## src/rtss_pkg.sv

```systemverilog
package rtss_pkg;

    // Default conversion width of the ADC.
    localparam int ADC_BITS_DEFAULT = 12;

    // Widths of the register fields and the result fields.
    localparam int GATE_BITS     = 12;
    localparam int TICK_BITS     = 8;
    localparam int PRESSURE_BITS = 13;
    localparam int COORD_BITS    = 16;

    // Register reset values.
    localparam logic [GATE_BITS-1:0] PEN_DOWN_GATE_RESET    = 12'd400;
    localparam logic [GATE_BITS-1:0] PEN_UP_GATE_RESET      = 12'd2000;
    localparam logic [TICK_BITS-1:0] SETTLE_TICKS_RESET     = 8'd2;
    localparam logic [TICK_BITS-1:0] TRANSITION_TICKS_RESET = 8'd20;
    localparam logic [TICK_BITS-1:0] IDLE_TICKS_RESET       = 8'd100;

    // Pressure limits and the pen-up coordinate marker.
    localparam logic [PRESSURE_BITS-1:0] PRESSURE_MIN = 13'd1;
    localparam logic [PRESSURE_BITS-1:0] PRESSURE_MAX = 13'd8191;
    localparam logic [COORD_BITS-1:0]    COORD_PEN_UP = 16'hffff;

    // APB address and data layout.
    localparam int PADDR_BITS = 5;
    localparam int PDATA_BITS = 32;

    // Register indexes, taken from paddr[4:2].
    typedef enum logic [2:0] {
        REG_SCAN_ENABLE      = 3'd0,
        REG_PEN_DOWN_GATE    = 3'd1,
        REG_PEN_UP_GATE      = 3'd2,
        REG_SETTLE_TICKS     = 3'd3,
        REG_TRANSITION_TICKS = 3'd4,
        REG_IDLE_TICKS       = 3'd5
    } reg_index_t;

    // Panel drive codes.
    typedef enum logic [1:0] {
        MUX_PRESS = 2'd0,
        MUX_X     = 2'd1,
        MUX_Y     = 2'd2
    } mux_code_t;

    // Sense line codes.
    localparam logic CH_FIRST  = 1'b0;
    localparam logic CH_SECOND = 1'b1;

    // Configuration handed from the register block to the sequencer.
    typedef struct packed {
        logic                 scan_enable;
        logic [GATE_BITS-1:0] pen_down_gate;
        logic [GATE_BITS-1:0] pen_up_gate;
        logic [TICK_BITS-1:0] settle_ticks;
        logic [TICK_BITS-1:0] transition_ticks;
        logic [TICK_BITS-1:0] idle_ticks;
    } cfg_t;

endpackage

```

## src/rtss_if.sv

```systemverilog
// Channel that carries one finished ADC conversion per item.
interface rtss_adc_if #(
    parameter int ADC_BITS = 12
);
    logic                valid;
    logic                ready;
    logic [ADC_BITS-1:0] conv_code;

    modport source (output valid, output conv_code, input ready);
    modport sink (input valid, input conv_code, output ready);
endinterface

// Channel that carries one scan result per item.
interface rtss_res_if;
    logic        valid;
    logic        ready;
    logic [1:0]  mux_select;
    logic        next_channel;
    logic [7:0]  delay_ticks;
    logic        sample_valid;
    logic [12:0] sample_pressure;
    logic [15:0] pos_x;
    logic [15:0] sample_y;

    modport source (
        output valid, output mux_select, output next_channel, output delay_ticks,
        output sample_valid, output sample_pressure, output pos_x,
        output sample_y, input ready
    );
    modport sink (
        input valid, input mux_select, input next_channel, input delay_ticks,
        input sample_valid, input sample_pressure, input pos_x,
        input sample_y, output ready
    );
endinterface

```

## src/resistive_touch_scan_sequencer.sv

```systemverilog
// Path: an accepted conversion item waits in the input register, then the step decode
// loads the result register, which offers the result; a held result stalls the input register.
// Throughput: one item per cycle while the result receiver keeps up; the input register
// takes a new item while a finished result still waits at the output only when it is empty.
// Reset: asynchronous, active low; the state, valid and configuration registers return to
// their reset values, the scan restarts in the recovery step with the pen marked as lifted.
module resistive_touch_scan_sequencer #(
    parameter int ADC_BITS = rtss_pkg::ADC_BITS_DEFAULT
) (
    input  logic                             clk,
    input  logic                             rst_n,
    input  logic                             psel,
    input  logic                             penable,
    input  logic                             pwrite,
    input  logic [rtss_pkg::PADDR_BITS-1:0]  paddr,
    input  logic [rtss_pkg::PDATA_BITS-1:0]  pwdata,
    output logic [rtss_pkg::PDATA_BITS-1:0]  prdata,
    output logic                             pready,
    rtss_adc_if.sink                         conversion,
    rtss_res_if.source                       scan_result
);
    import rtss_pkg::*;

    cfg_t cfg;

    // Configuration registers.
    rtss_regs u_regs (
        .clk     (clk),
        .rst_n   (rst_n),
        .psel    (psel),
        .penable (penable),
        .pwrite  (pwrite),
        .paddr   (paddr),
        .pwdata  (pwdata),
        .prdata  (prdata),
        .pready  (pready),
        .cfg     (cfg)
    );

    // Scan sequencer.
    rtss_core #(
        .ADC_BITS (ADC_BITS)
    ) u_core (
        .clk         (clk),
        .rst_n       (rst_n),
        .cfg         (cfg),
        .conversion  (conversion),
        .scan_result (scan_result)
    );

endmodule

```

## src/rtss_regs.sv

```systemverilog
module rtss_regs (
    input  logic                             clk,
    input  logic                             rst_n,
    input  logic                             psel,
    input  logic                             penable,
    input  logic                             pwrite,
    input  logic [rtss_pkg::PADDR_BITS-1:0]  paddr,
    input  logic [rtss_pkg::PDATA_BITS-1:0]  pwdata,
    output logic [rtss_pkg::PDATA_BITS-1:0]  prdata,
    output logic                             pready,
    output rtss_pkg::cfg_t                   cfg
);
    import rtss_pkg::*;

    cfg_t       cfg_reg;
    cfg_t       cfg_next;
    reg_index_t reg_index;
    logic       wr_en;

    assign pready    = 1'b1;
    assign reg_index = reg_index_t'(paddr[4:2]);
    assign wr_en     = psel && penable && pwrite && pready;
    assign cfg       = cfg_reg;

    // Write decode: only the low bits of each register are kept.
    always_comb
    begin
        cfg_next = cfg_reg;
        if (wr_en)
        begin
            unique case (reg_index)
                REG_SCAN_ENABLE:      cfg_next.scan_enable      = pwdata[0];
                REG_PEN_DOWN_GATE:    cfg_next.pen_down_gate    = pwdata[GATE_BITS-1:0];
                REG_PEN_UP_GATE:      cfg_next.pen_up_gate      = pwdata[GATE_BITS-1:0];
                REG_SETTLE_TICKS:     cfg_next.settle_ticks     = pwdata[TICK_BITS-1:0];
                REG_TRANSITION_TICKS: cfg_next.transition_ticks = pwdata[TICK_BITS-1:0];
                REG_IDLE_TICKS:       cfg_next.idle_ticks       = pwdata[TICK_BITS-1:0];
                default:              cfg_next = cfg_reg;
            endcase
        end
    end

    // Read decode.
    always_comb
    begin
        unique case (reg_index)
            REG_SCAN_ENABLE:      prdata = PDATA_BITS'(cfg_reg.scan_enable);
            REG_PEN_DOWN_GATE:    prdata = PDATA_BITS'(cfg_reg.pen_down_gate);
            REG_PEN_UP_GATE:      prdata = PDATA_BITS'(cfg_reg.pen_up_gate);
            REG_SETTLE_TICKS:     prdata = PDATA_BITS'(cfg_reg.settle_ticks);
            REG_TRANSITION_TICKS: prdata = PDATA_BITS'(cfg_reg.transition_ticks);
            REG_IDLE_TICKS:       prdata = PDATA_BITS'(cfg_reg.idle_ticks);
            default:              prdata = '0;
        endcase
    end

    // Register file.
    always_ff @(posedge clk or negedge rst_n)
    begin
        if (!rst_n)
        begin
            cfg_reg.scan_enable      <= 1'b0;
            cfg_reg.pen_down_gate    <= PEN_DOWN_GATE_RESET;
            cfg_reg.pen_up_gate      <= PEN_UP_GATE_RESET;
            cfg_reg.settle_ticks     <= SETTLE_TICKS_RESET;
            cfg_reg.transition_ticks <= TRANSITION_TICKS_RESET;
            cfg_reg.idle_ticks       <= IDLE_TICKS_RESET;
        end
        else
        begin
            cfg_reg <= cfg_next;
        end
    end

endmodule

```

## src/rtss_core.sv

```systemverilog
module rtss_core #(
    parameter int ADC_BITS = rtss_pkg::ADC_BITS_DEFAULT
) (
    input  logic           clk,
    input  logic           rst_n,
    input  rtss_pkg::cfg_t cfg,
    rtss_adc_if.sink       conversion,
    rtss_res_if.source     scan_result
);
    import rtss_pkg::*;

    // Width that holds gate + reading - reading with a sign bit.
    localparam int WIDE_BITS = ((ADC_BITS > GATE_BITS) ? ADC_BITS : GATE_BITS) + 2;

    typedef enum logic [2:0] {
        STEP_PY      = 3'd0,
        STEP_PX      = 3'd1,
        STEP_X       = 3'd2,
        STEP_Y       = 3'd3,
        STEP_RECOVER = 3'd4
    } step_t;

    // Input stage.
    logic                in_valid_reg;
    logic [ADC_BITS-1:0] adc_reg;

    // Scan state.
    step_t               step_reg;
    step_t               step_next;
    logic [ADC_BITS-1:0] pressure_y_reg;
    logic [ADC_BITS-1:0] pressure_y_next;
    logic [ADC_BITS-1:0] pressure_x_reg;
    logic [ADC_BITS-1:0] pressure_x_next;
    logic [ADC_BITS-1:0] held_x_reg;
    logic [ADC_BITS-1:0] held_x_next;
    logic                pen_lifted_reg;
    logic                pen_lifted_next;

    // Result stage.
    logic                     res_valid_reg;
    mux_code_t                mux_reg;
    mux_code_t                mux_next;
    logic                     channel_reg;
    logic                     channel_next;
    logic [TICK_BITS-1:0]     delay_reg;
    logic [TICK_BITS-1:0]     delay_next;
    logic                     sample_valid_reg;
    logic                     sample_valid_next;
    logic [PRESSURE_BITS-1:0] pressure_reg;
    logic [PRESSURE_BITS-1:0] pressure_next;
    logic [COORD_BITS-1:0]    x_reg;
    logic [COORD_BITS-1:0]    x_next;
    logic [COORD_BITS-1:0]    y_reg;
    logic [COORD_BITS-1:0]    y_next;

    logic                 advance;
    logic                 fire;
    logic [WIDE_BITS-1:0] down_sum;
    logic [WIDE_BITS-1:0] up_sum;
    logic [WIDE_BITS-1:0] py_wide;
    logic [WIDE_BITS-1:0] raw_pressure;
    logic [PRESSURE_BITS-1:0] clamped_pressure;

    // Handshake: the result register frees up when empty or being taken.
    assign advance          = !res_valid_reg || scan_result.ready;
    assign fire             = in_valid_reg && advance;
    assign conversion.ready = !in_valid_reg || advance;

    assign scan_result.valid           = res_valid_reg;
    assign scan_result.mux_select      = mux_reg;
    assign scan_result.next_channel    = channel_reg;
    assign scan_result.delay_ticks     = delay_reg;
    assign scan_result.sample_valid    = sample_valid_reg;
    assign scan_result.sample_pressure = pressure_reg;
    assign scan_result.pos_x           = x_reg;
    assign scan_result.sample_y        = y_reg;

    // Gate sums against the pressure Y reading.
    assign py_wide      = WIDE_BITS'(pressure_y_reg);
    assign down_sum     = WIDE_BITS'(adc_reg) + WIDE_BITS'(cfg.pen_down_gate);
    assign up_sum       = WIDE_BITS'(adc_reg) + WIDE_BITS'(cfg.pen_up_gate);
    assign raw_pressure = WIDE_BITS'(cfg.pen_down_gate) + WIDE_BITS'(pressure_x_reg)
                          - py_wide;

    // Pressure is clamped to the range that a pen-down sample may carry.
    always_comb
    begin
        if (raw_pressure[WIDE_BITS-1] || (raw_pressure == '0))
            clamped_pressure = PRESSURE_MIN;
        else if (raw_pressure > WIDE_BITS'(PRESSURE_MAX))
            clamped_pressure = PRESSURE_MAX;
        else
            clamped_pressure = raw_pressure[PRESSURE_BITS-1:0];
    end

    // Scan step decode for the conversion in the input register.
    always_comb
    begin
        step_next         = step_reg;
        pressure_y_next   = pressure_y_reg;
        pressure_x_next   = pressure_x_reg;
        held_x_next       = held_x_reg;
        pen_lifted_next   = pen_lifted_reg;
        mux_next          = MUX_PRESS;
        channel_next      = CH_FIRST;
        delay_next        = '0;
        sample_valid_next = 1'b0;
        pressure_next     = '0;
        x_next            = '0;
        y_next            = '0;
        unique case (step_reg)
            STEP_PY:
            begin
                pressure_y_next = adc_reg;
                step_next       = STEP_PX;
                channel_next    = CH_SECOND;
            end
            STEP_PX:
            begin
                pressure_x_next = adc_reg;
                step_next       = STEP_PY;
                if (down_sum > py_wide)
                begin
                    step_next  = STEP_X;
                    mux_next   = MUX_X;
                    delay_next = cfg.settle_ticks;
                end
                else if (up_sum < py_wide)
                begin
                    // Clear pen-up reading: one pen-up sample after a touch.
                    pen_lifted_next = 1'b1;
                    delay_next      = cfg.idle_ticks;
                    if (!pen_lifted_reg)
                    begin
                        sample_valid_next = 1'b1;
                        x_next            = COORD_PEN_UP;
                        y_next            = COORD_PEN_UP;
                    end
                end
                else
                begin
                    delay_next = cfg.transition_ticks;
                end
            end
            STEP_X:
            begin
                held_x_next  = adc_reg;
                step_next    = STEP_Y;
                mux_next     = MUX_Y;
                channel_next = CH_SECOND;
                delay_next   = cfg.settle_ticks;
            end
            STEP_Y:
            begin
                pen_lifted_next   = 1'b0;
                step_next         = STEP_PY;
                delay_next        = cfg.settle_ticks;
                sample_valid_next = 1'b1;
                pressure_next     = clamped_pressure;
                x_next            = COORD_BITS'(held_x_reg);
                y_next            = COORD_BITS'(adc_reg);
            end
            default:
            begin
                // Recovery or an unused step code.
                step_next  = STEP_PY;
                delay_next = cfg.idle_ticks;
            end
        endcase
    end

    // State, input register and result register.
    always_ff @(posedge clk or negedge rst_n)
    begin
        if (!rst_n)
        begin
            in_valid_reg   <= 1'b0;
            res_valid_reg  <= 1'b0;
            step_reg       <= STEP_RECOVER;
            pressure_y_reg <= '0;
            pressure_x_reg <= '0;
            held_x_reg     <= '0;
            pen_lifted_reg <= 1'b1;
        end
        else
        begin
            if (conversion.ready)
            begin
                in_valid_reg <= conversion.valid;
            end
            if (conversion.ready && conversion.valid)
            begin
                adc_reg <= conversion.conv_code;
            end
            if (advance)
            begin
                // A disabled block consumes the conversion and gives nothing.
                res_valid_reg <= in_valid_reg && cfg.scan_enable;
            end
            if (fire && cfg.scan_enable)
            begin
                step_reg         <= step_next;
                pressure_y_reg   <= pressure_y_next;
                pressure_x_reg   <= pressure_x_next;
                held_x_reg       <= held_x_next;
                pen_lifted_reg   <= pen_lifted_next;
                mux_reg          <= mux_next;
                channel_reg      <= channel_next;
                delay_reg        <= delay_next;
                sample_valid_reg <= sample_valid_next;
                pressure_reg     <= pressure_next;
                x_reg            <= x_next;
                y_reg            <= y_next;
            end
        end
    end

endmodule

```

## src/flat_wrapper.sv

```systemverilog
// flat-port wrapper written by rule: the top's interface ports become plain ports
module resistive_touch_scan_sequencer_flat import rtss_pkg::*;
#(
    parameter int ADC_BITS = rtss_pkg::ADC_BITS_DEFAULT
)
  (clk, rst_n, psel, penable, pwrite, paddr, pwdata, prdata, pready, conversion_valid, conversion_conv_code, conversion_ready, scan_result_valid, scan_result_mux_select, scan_result_next_channel, scan_result_delay_ticks, scan_result_sample_valid, scan_result_sample_pressure, scan_result_pos_x, scan_result_sample_y, scan_result_ready);
  rtss_adc_if #(.ADC_BITS(ADC_BITS)) conversion_i ();
  rtss_res_if scan_result_i ();
  input  logic clk;
  input  logic rst_n;
  input  logic psel;
  input  logic penable;
  input  logic pwrite;
  input  logic [rtss_pkg::PADDR_BITS-1:0] paddr;
  input  logic [rtss_pkg::PDATA_BITS-1:0] pwdata;
  output logic [rtss_pkg::PDATA_BITS-1:0] prdata;
  output logic pready;
  input wire logic [$bits(conversion_i.valid)-1:0] conversion_valid;
  input wire logic [$bits(conversion_i.conv_code)-1:0] conversion_conv_code;
  output wire logic [$bits(conversion_i.ready)-1:0] conversion_ready;
  output wire logic [$bits(scan_result_i.valid)-1:0] scan_result_valid;
  output wire logic [$bits(scan_result_i.mux_select)-1:0] scan_result_mux_select;
  output wire logic [$bits(scan_result_i.next_channel)-1:0] scan_result_next_channel;
  output wire logic [$bits(scan_result_i.delay_ticks)-1:0] scan_result_delay_ticks;
  output wire logic [$bits(scan_result_i.sample_valid)-1:0] scan_result_sample_valid;
  output wire logic [$bits(scan_result_i.sample_pressure)-1:0] scan_result_sample_pressure;
  output wire logic [$bits(scan_result_i.pos_x)-1:0] scan_result_pos_x;
  output wire logic [$bits(scan_result_i.sample_y)-1:0] scan_result_sample_y;
  input wire logic [$bits(scan_result_i.ready)-1:0] scan_result_ready;
  assign conversion_i.valid = conversion_valid;
  assign conversion_i.conv_code = conversion_conv_code;
  assign conversion_ready = conversion_i.ready;
  assign scan_result_valid = scan_result_i.valid;
  assign scan_result_mux_select = scan_result_i.mux_select;
  assign scan_result_next_channel = scan_result_i.next_channel;
  assign scan_result_delay_ticks = scan_result_i.delay_ticks;
  assign scan_result_sample_valid = scan_result_i.sample_valid;
  assign scan_result_sample_pressure = scan_result_i.sample_pressure;
  assign scan_result_pos_x = scan_result_i.pos_x;
  assign scan_result_sample_y = scan_result_i.sample_y;
  assign scan_result_i.ready = scan_result_ready;
  resistive_touch_scan_sequencer #(.ADC_BITS(ADC_BITS)) u_core (.clk(clk), .rst_n(rst_n), .psel(psel), .penable(penable), .pwrite(pwrite), .paddr(paddr), .pwdata(pwdata), .prdata(prdata), .pready(pready), .conversion(conversion_i), .scan_result(scan_result_i));
endmodule
```

## config.mk

```make
export PLATFORM = sky130hd
export DESIGN_NAME = resistive_touch_scan_sequencer_flat
export DESIGN_NICKNAME = d
export VERILOG_FILES = /design/src/rtss_pkg.sv /design/src/rtss_if.sv /design/src/resistive_touch_scan_sequencer.sv /design/src/rtss_regs.sv /design/src/rtss_core.sv /design/src/flat_wrapper.sv
export SDC_FILE = /design/constraint.sdc
export NUM_CORES = 1
export LEC_CHECK = 0
export BUFFER_PORTS_ARGS = -buffer_cell sky130_fd_sc_hd__buf_2
export CAP_MARGIN = 20
export CORE_MARGIN = 4
export CORE_UTILIZATION = 57
export DETAILED_ROUTE_END_ITERATION = 12
export GPL_TIMING_DRIVEN = 0
export HOLD_SLACK_MARGIN = 0.03
export PLACE_DENSITY = 0.86
export SLEW_MARGIN = 20
export SYNTH_ARGS = -nofsm -noshare
export SYNTH_HDL_FRONTEND = slang
export SYNTH_SLANG_ARGS = --single-unit
```

## constraint.sdc

```tcl
create_clock -name clk -period 4.82 [get_ports clk]
set_input_delay 0.241 -clock clk [delete_from_list [all_inputs] [get_ports clk]]
set_output_delay 0.241 -clock clk [all_outputs]
set_load 0.02 [all_outputs]
```

==> results of run 1 <==
==> worst paths after layout <==
path | from | end
setup / recovery | u_core.u_core.adc_reg[0] | u_core.u_core.scan_result.sample_y[5]
hold / removal | pwdata[9] | u_core.u_regs.cfg[45]
setup reg to reg | u_core.u_core.adc_reg[0] | u_core.u_core.scan_result.sample_y[5]
min in group asynchronous | rst_n | u_core.u_core.step_reg[1]
hold reg to reg | u_core.u_core.held_x_reg[10] | u_core.u_core.held_x_reg[10]
max in group asynchronous | rst_n | u_core.u_regs.cfg[17]
==> critical path: cells and delay by family, from the launching register on <==
| family | cells | cell delay [ns] |
|---|---|---|
| simple gates | 6 | 1.19 |
| compound gates | 9 | 1.63 |
| fa+ha+maj | 3 | 0.77 |
| flops | 1 | 0.51 |
| xor+xnor | 1 | 0.13 |
| buf+inv | 3 | 0.38 |
==> metal layers <==
| metal | track usage, % | wire (um) |
|---|---|---|
| met5 | 0 | 0 |
| met4 | 11.1 | 805 |
| met3 | 6.00 | 1520 |
| met2 | 41.7 | 10800 |
| met1 | 30.7 | 8880 |
==> cell families after synthesis <==
group           after synthesis  share of synthesized area [%]
xor+xnor                     29                           2.85
mux                          64                           7.95
simple gates                227                           12.2
compound gates              162                           12.2
buf+inv                     118                           6.59
flops                       153                           46.6
other cells                   2                         0.0842
fa+ha+maj                    74                           11.6
==> area by class of cell <==
cell class                 count  share of cell area (%)
clock buffer                  21                    4.34
sequential                   153                    39.1
multi-input combinational    577                    40.3
clock inverter                11                   0.647
timing repair buffer         128                    7.49
buffer                        51                    3.23
tap                          211                    2.48
inverter                      67                    2.36
==> cell usage in the layout (no fill, tap or decap), types with 5 or more instances in the layout <==
cell           Yosys  routed
a21o_1             8       8
mux2_2            55      55
buf_4             28      37
o21a_1             6       6
dlygate4sd3_1      0      14
conb_1             2      21
a221o_1            8       8
dfstp_2           17      17
xor2_1             6       6
o21bai_1           5       5
dfrtp_1           74      74
nand2_1           86      86
clkinv_2           0       6
xnor2_1           23      23
nor2_1            55      54
fa_1              14      13
buf_2              0     101
edfxtp_1          62      62
mux2i_1            9       9
clkbuf_1          20      22
nand2_2           19      19
a21oi_1           41      38
clkbuf_16          0      19
nand2b_1           8       8
inv_1             66      65
a221oi_1           7       7
nand3_1            7       7
ha_1              60      59
o21ai_0           47      47
nor3_1            10       9
and3_1            10      10
nor2b_1           15      15
==> power groups by stage <==
stage	clock (mW)	combinational [mW]	sequential, mW
6_report	1.23	3.51	1.90
5_1_grt	1.29	3.94	1.93
4_1_cts	1.23	3.39	1.90
3_5_place_dp	0	3.32	1.92
3_3_place_gp	0	3.21	1.91
2_1_floorplan	0	2.59	1.89
==> repair_timing <==
| item | in CTS | in global routing |
|---|---|---|
| hold buffers | 14 | 0 |
| endpoints found under the setup margin | 9 | 34 |
| setup buffers | 2 | 7 |
| cloned | 0 | 1 |
| gates resized for setup | 1 | 15 |
| hold endpoints to repair | 56 | 0 |
| pin swaps | 0 | 12 |
==> impl_metrics.csv, run 1 <==
group,metric,value,unit
status,status,"finished, final reports clean",
final_layout,post-route-cell-area,10600,um^2
setup_path,worst_setup_path_start_kind,"flip-flop",
placement,pre_cts_ws,-0.108,ns
final_layout,antennaDiodeCount,0,
routing,viasPerCell,5.68,
setup_path,criticalPathCategory,"reg2reg",
yosys,synth_commonest_cells,"nand2_1, dfrtp_1, inv_1",
die,dieArea,17700,um^2
yosys,synth_cell_type_count,66,
setup_path,r2r_cells,22,
timing,finalCriticalPeriod,4.74,ns
global_routing,grt_first_pass_wirelength,34500,um
global_routing,grt_pass1_vias,6854,
yosys,netlist_instances,829,
clock_tree,h-tree-depth,4,
routing,vias,6923,
worst_hold_path,whs_path_depth,3,
global_routing,grt.overflow.total,0,
yosys,synth_most_common_cell,"nand2_1",
placement,gp_congestion,0.907,
final_layout,multiInputGateArea,4290,um^2
final_layout,filler_cell_count,1050,
timing,clock_skew,0.00894,ns
power_and_ir_drop,peakVddDrop,0.376,mV
setup_path,crit_fanout,9,
yosys,synth-edff-count,62,
power_and_ir_drop,cellPowerDensity,624,nW/um^2
yosys,synthTopCellsByArea,"edfxtp_1, dfrtp_1, ha_1, mux2_2, dfstp_2",
clock_tree,root_buffer,"clkbuf_16",
final_layout,utilization,69.7,%
setup_path,max_stage_delay,0.51,ns
timing,maxSlewHeadroom,42.8,%
timing,fin_setup_tns,0,ns
worst_hold_path,hold_class,"in2reg",
run,cap_violations,0,
final_layout,stdcell_count,1219,
power_and_ir_drop,clock_power_share,18.5,%
die,initial_utilization,58.5,%
timing,fmax,211,MHz
routing,drtIter0Drc,504,
final_layout,nets,1125,
final_layout,final-seq-area,4160,um^2
routing,wl_per_cell,18.0,um
setup_path,cp_common_cell,"a21oi_2",
clock_tree,cts.sinks,153,
power_and_ir_drop,p_comb_share,52.8,%
yosys,synth_flop_cell,"dfrtp_1",
yosys,synth_top_cell_area_share,20.9,%
placement,dpl.cell_count,1163,
timing,holdWs,0.0558,ns
yosys,yosysSeqAreaShare,46.6,%
yosys,synth_top_area_cell,"edfxtp_1",
placement,dp_hpwl,15600,um
yosys,netlist_area,8920,um^2
global_routing,grt_max_degree,49,
clock_tree,cts_buffer_depth,2,
timing,finalWorstSetupSlack,0.0797,ns
timing,setup_viol,0,
setup_path,cp-end-kind,"flip-flop",
yosys,postSynthAreaPerCell,10.8,um^2
setup_path,crit_arrival,5.05,ns
timing,rsz0062_at_grt,"yes",
routing,drtAntennaViolNets,0,
setup_path,crit_required,5.13,ns
die,core-area,15300,um^2
clock_tree,cts_tree,"done",
timing,maxSlewViolCount,0,
timing,final-hold-violation-count,0,
timing,period_share,98.3,%
placement,numPortBuffers,102,
power_and_ir_drop,cell_internal_pwr,3.90,mW
setup_path,timing.reg2reg.setup_slack,0.08,ns
power_and_ir_drop,fin_total_pwr,6.64,mW
final_layout,largest_register_ffs,49,
die,fp.dieW,133,um
setup_path,critPathSlowestCell,"edfxtp_1",
clock_tree,insertion_delay,0.44,ns
power_and_ir_drop,netSwitchingPower,2.74,mW
routing,drt-pass1-iter-count,6,
yosys,ys_ff_latch,153,
clock_tree,clk_pin_slew,0.06,ns
die,ios,148,
yosys,yosysWarningCount,0,
setup_path,path_cells,"ha_2, inv_2, fa_2, nor2b_4, o21ai_2, a21oi_2, o41ai_4, and2b_1, o21a_1, nor2_2, xnor2_1, ha_1, a21o_1, a21oi_2, a21oi_2, a211oi_2, o21ai_4, or2_4, or4b_4, buf_8, clkbuf_16, nand2_2",
clock_tree,tritoncts.num_buffers,17,
global_routing,grt_use_total,24.9,%
routing,finalWirelength,22000,um
power_and_ir_drop,power.leakage,4.92,nW
global_routing,antenna_found_initial,0,
yosys,async_flop_share,59.5,%
die,rows,45,
power_and_ir_drop,p_seq_share,28.7,%
placement,place_area,9830,um^2
power_and_ir_drop,switching_share,41.3,%
final_layout,synthToLayoutAreaGrowth,19.2,%
timing,tightest_slew,0.855,ns
die,die_h,133,um
routing,drcViolationCount,0,
final_layout,drive_gt1_share,29.2,%
Note: power is estimated with default switching activity, not from simulation.
==> inputs of run 2 (changes only) <==
--- a/config.mk
+++ b/config.mk
@@ -7,12 +7,12 @@
 export LEC_CHECK = 0
 export BUFFER_PORTS_ARGS = -buffer_cell sky130_fd_sc_hd__buf_2
 export CAP_MARGIN = 20
-export CORE_MARGIN = 4
 export CORE_UTILIZATION = 57
 export DETAILED_ROUTE_END_ITERATION = 12
 export GPL_TIMING_DRIVEN = 0
 export HOLD_SLACK_MARGIN = 0.03
 export PLACE_DENSITY = 0.86
+export SKIP_CTS_REPAIR_TIMING = 1
 export SLEW_MARGIN = 20
 export SYNTH_ARGS = -nofsm -noshare
 export SYNTH_HDL_FRONTEND = slang
==> impl_metrics.csv, run 2 (synthesis results as in run 1) <==
group,metric,value,unit
status,status,"finished, final reports clean",
final_layout,antennaDiodeCount,0,
power_and_ir_drop,fin_total_pwr,6.78,mW
setup_path,criticalPathCategory,"reg2reg",
power_and_ir_drop,switching_share,41.1,%
global_routing,grt_max_degree,51,
placement,dp_hpwl,15500,um
power_and_ir_drop,p_seq_share,28.2,%
final_layout,layout_common_cells,"buf_2, nand2_1, dfrtp_1, inv_1, edfxtp_1",
timing,holdWs,0.0634,ns
routing,viasPerCell,5.70,
die,initial_utilization,58.5,%
power_and_ir_drop,cellPowerDensity,637,nW/um^2
placement,gp_congestion,0.900,
timing,period_share,97.9,%
clock_tree,clk_pin_slew,0.06,ns
routing,drt-pass1-iter-count,5,
clock_tree,root_buffer,"clkbuf_16",
timing,clock_skew,0.0106,ns
power_and_ir_drop,netSwitchingPower,2.79,mW
timing,maxSlewHeadroom,44.5,%
die,core-area,15300,um^2
routing,vias,6931,
timing,maxSlewViolCount,0,
setup_path,crit_fanout,10,
clock_tree,cts.sinks,153,
routing,wl_per_cell,18.2,um
global_routing,grt_first_pass_wirelength,33700,um
final_layout,layout_commonest_cell,"buf_2",
die,dieArea,16200,um^2
power_and_ir_drop,p_comb_share,52.1,%
routing,drtIter0Drc,599,
timing,setup_viol,0,
global_routing,grt.overflow.total,0,
clock_tree,h-tree-depth,4,
timing,finalCriticalPeriod,4.72,ns
final_layout,largest_register_ffs,49,
final_layout,post-route-cell-area,10600,um^2
power_and_ir_drop,cell_internal_pwr,3.99,mW
setup_path,r2r_cells,20,
setup_path,worst_setup_path_start_kind,"flip-flop",
setup_path,crit_arrival,5.01,ns
setup_path,critPathSlowestCell,"edfxtp_1",
die,ios,148,
global_routing,grt_use_total,27.5,%
setup_path,cp-end-kind,"flip-flop",
timing,fmax,212,MHz
final_layout,filler_cell_count,1049,
global_routing,grt_pass1_vias,6667,
die,rows,45,
setup_path,crit_required,5.11,ns
setup_path,reg2reg_to,"u_core.u_core.scan_result.pos_x[4]",
global_routing,antenna_found_initial,0,
routing,finalWirelength,22100,um
setup_path,max_stage_delay,0.58,ns
power_and_ir_drop,clock_power_share,19.7,%
die,fp.dieW,127,um
timing,tightest_slew,0.830,ns
final_layout,drive_gt1_share,29.0,%
timing,rsz0062_at_grt,"yes",
placement,numPortBuffers,102,
die,die_h,127,um
run,cap_violations,0,
placement,place_area,9810,um^2
timing,final-hold-violation-count,0,
clock_tree,tritoncts.num_buffers,17,
final_layout,nets,1122,
routing,drtAntennaViolNets,0,
final_layout,utilization,69.7,%
setup_path,timing.reg2reg.setup_slack,0.10,ns
timing,fin_setup_tns,0,ns
clock_tree,cts_buffer_depth,2,
power_and_ir_drop,peakVddDrop,0.409,mV
power_and_ir_drop,power.leakage,4.91,nW
worst_hold_path,hold_class,"in2reg",
setup_path,endpoint,"u_core.u_core.scan_result.pos_x[4]",
setup_path,startpoint,"u_core.u_core.adc_reg[2]",
final_layout,synthToLayoutAreaGrowth,19.3,%
clock_tree,insertion_delay,0.43,ns
setup_path,r2r-start,"u_core.u_core.adc_reg[2]",
clock_tree,cts_tree,"done",
routing,drcViolationCount,0,
setup_path,path_cells,"ha_1, nor2b_4, o21ai_2, a21oi_2, o41ai_4, and2b_1, o21a_1, nor2_1, xnor2_1, ha_1, a21o_1, nand3_1, o211ai_1, a211oi_2, o21ai_2, or2_4, or4b_4, buf_6, buf_12, nand2_2",
-- run 2: layer usage --
layer | GRT usage (%) | up-vias | part of all wire [%]
li1 | - | 3178 | -
met1 | 34.2 | 3366 | 40
met2 | 46.4 | 325 | 51
met3 | 5.82 | 62 | 6.2
met4 | 12.4 | 0 | 2.9
met5 | 0 | - | 0
-- run 2: final cells by class --
class                   instances  area [um^2]  share of cell area, %
inverters                      67          251                   2.36
flip-flops and latches        153         4160                   39.1
clock buffers                  19          454                   4.27
multi-input cells             577         4290                   40.3
plain buffers                  51          338                   3.17
well taps                     211          264                   2.48
clock inverters                13          141                   1.33
repair buffers                125          746                   7.01
-- run 2: how the worst min path moves through the flow --
| stage | from | endpoint | slack [ns] | cells after the start |
|---|---|---|---|---|
| floorplan | rst_n | u_core.u_core.held_x_reg[0] | -0.05 | 0 |
| global placement | conversion_conv_code[5] | u_core.u_core.adc_reg[5] | 0.42 | 1 |
| detailed placement | rst_n | u_core.u_core.in_valid_reg | 0.30 | 1 |
| CTS | rst_n | u_core.u_core.step_reg[0] | -0.16 | 1 |
| global route | pwdata[8] | u_core.u_regs.cfg[44] | 0.06 | 3 |
| finish | pwdata[8] | u_core.u_regs.cfg[44] | 0.06 | 3 |
-- run 2: worst max-delay path, delay by kind of cell (launching register included) --
family	cells	cell delay, ns
AOI/OAI and AO/OA	8	1.43
xor gates and xnor gates	1	0.14
adders and majority gates	2	0.70
buffers and inverters	2	0.32
DFF	1	0.58
and+or+nand+nor	7	1.39
-- run 2: through the flow --
step                      cells  setup WS, ns
final                      1216         0.102
after global routing       1216       -0.0826
after CTS                  1195        -0.203
after detailed placement   1163        -0.144
after global placement     1161       -0.0325
after floorplan             848         0.660
-- run 2: power by group through the flow --
stage                     sequential [mW]  combinational (mW)  clock [mW]
final                                1.91                3.53        1.33
after global routing                 1.94                3.91        1.41
after CTS                            1.90                3.42        1.34
after detailed placement             1.92                3.32           0
after global placement               1.91                3.19           0
after floorplan                      1.89                2.59           0
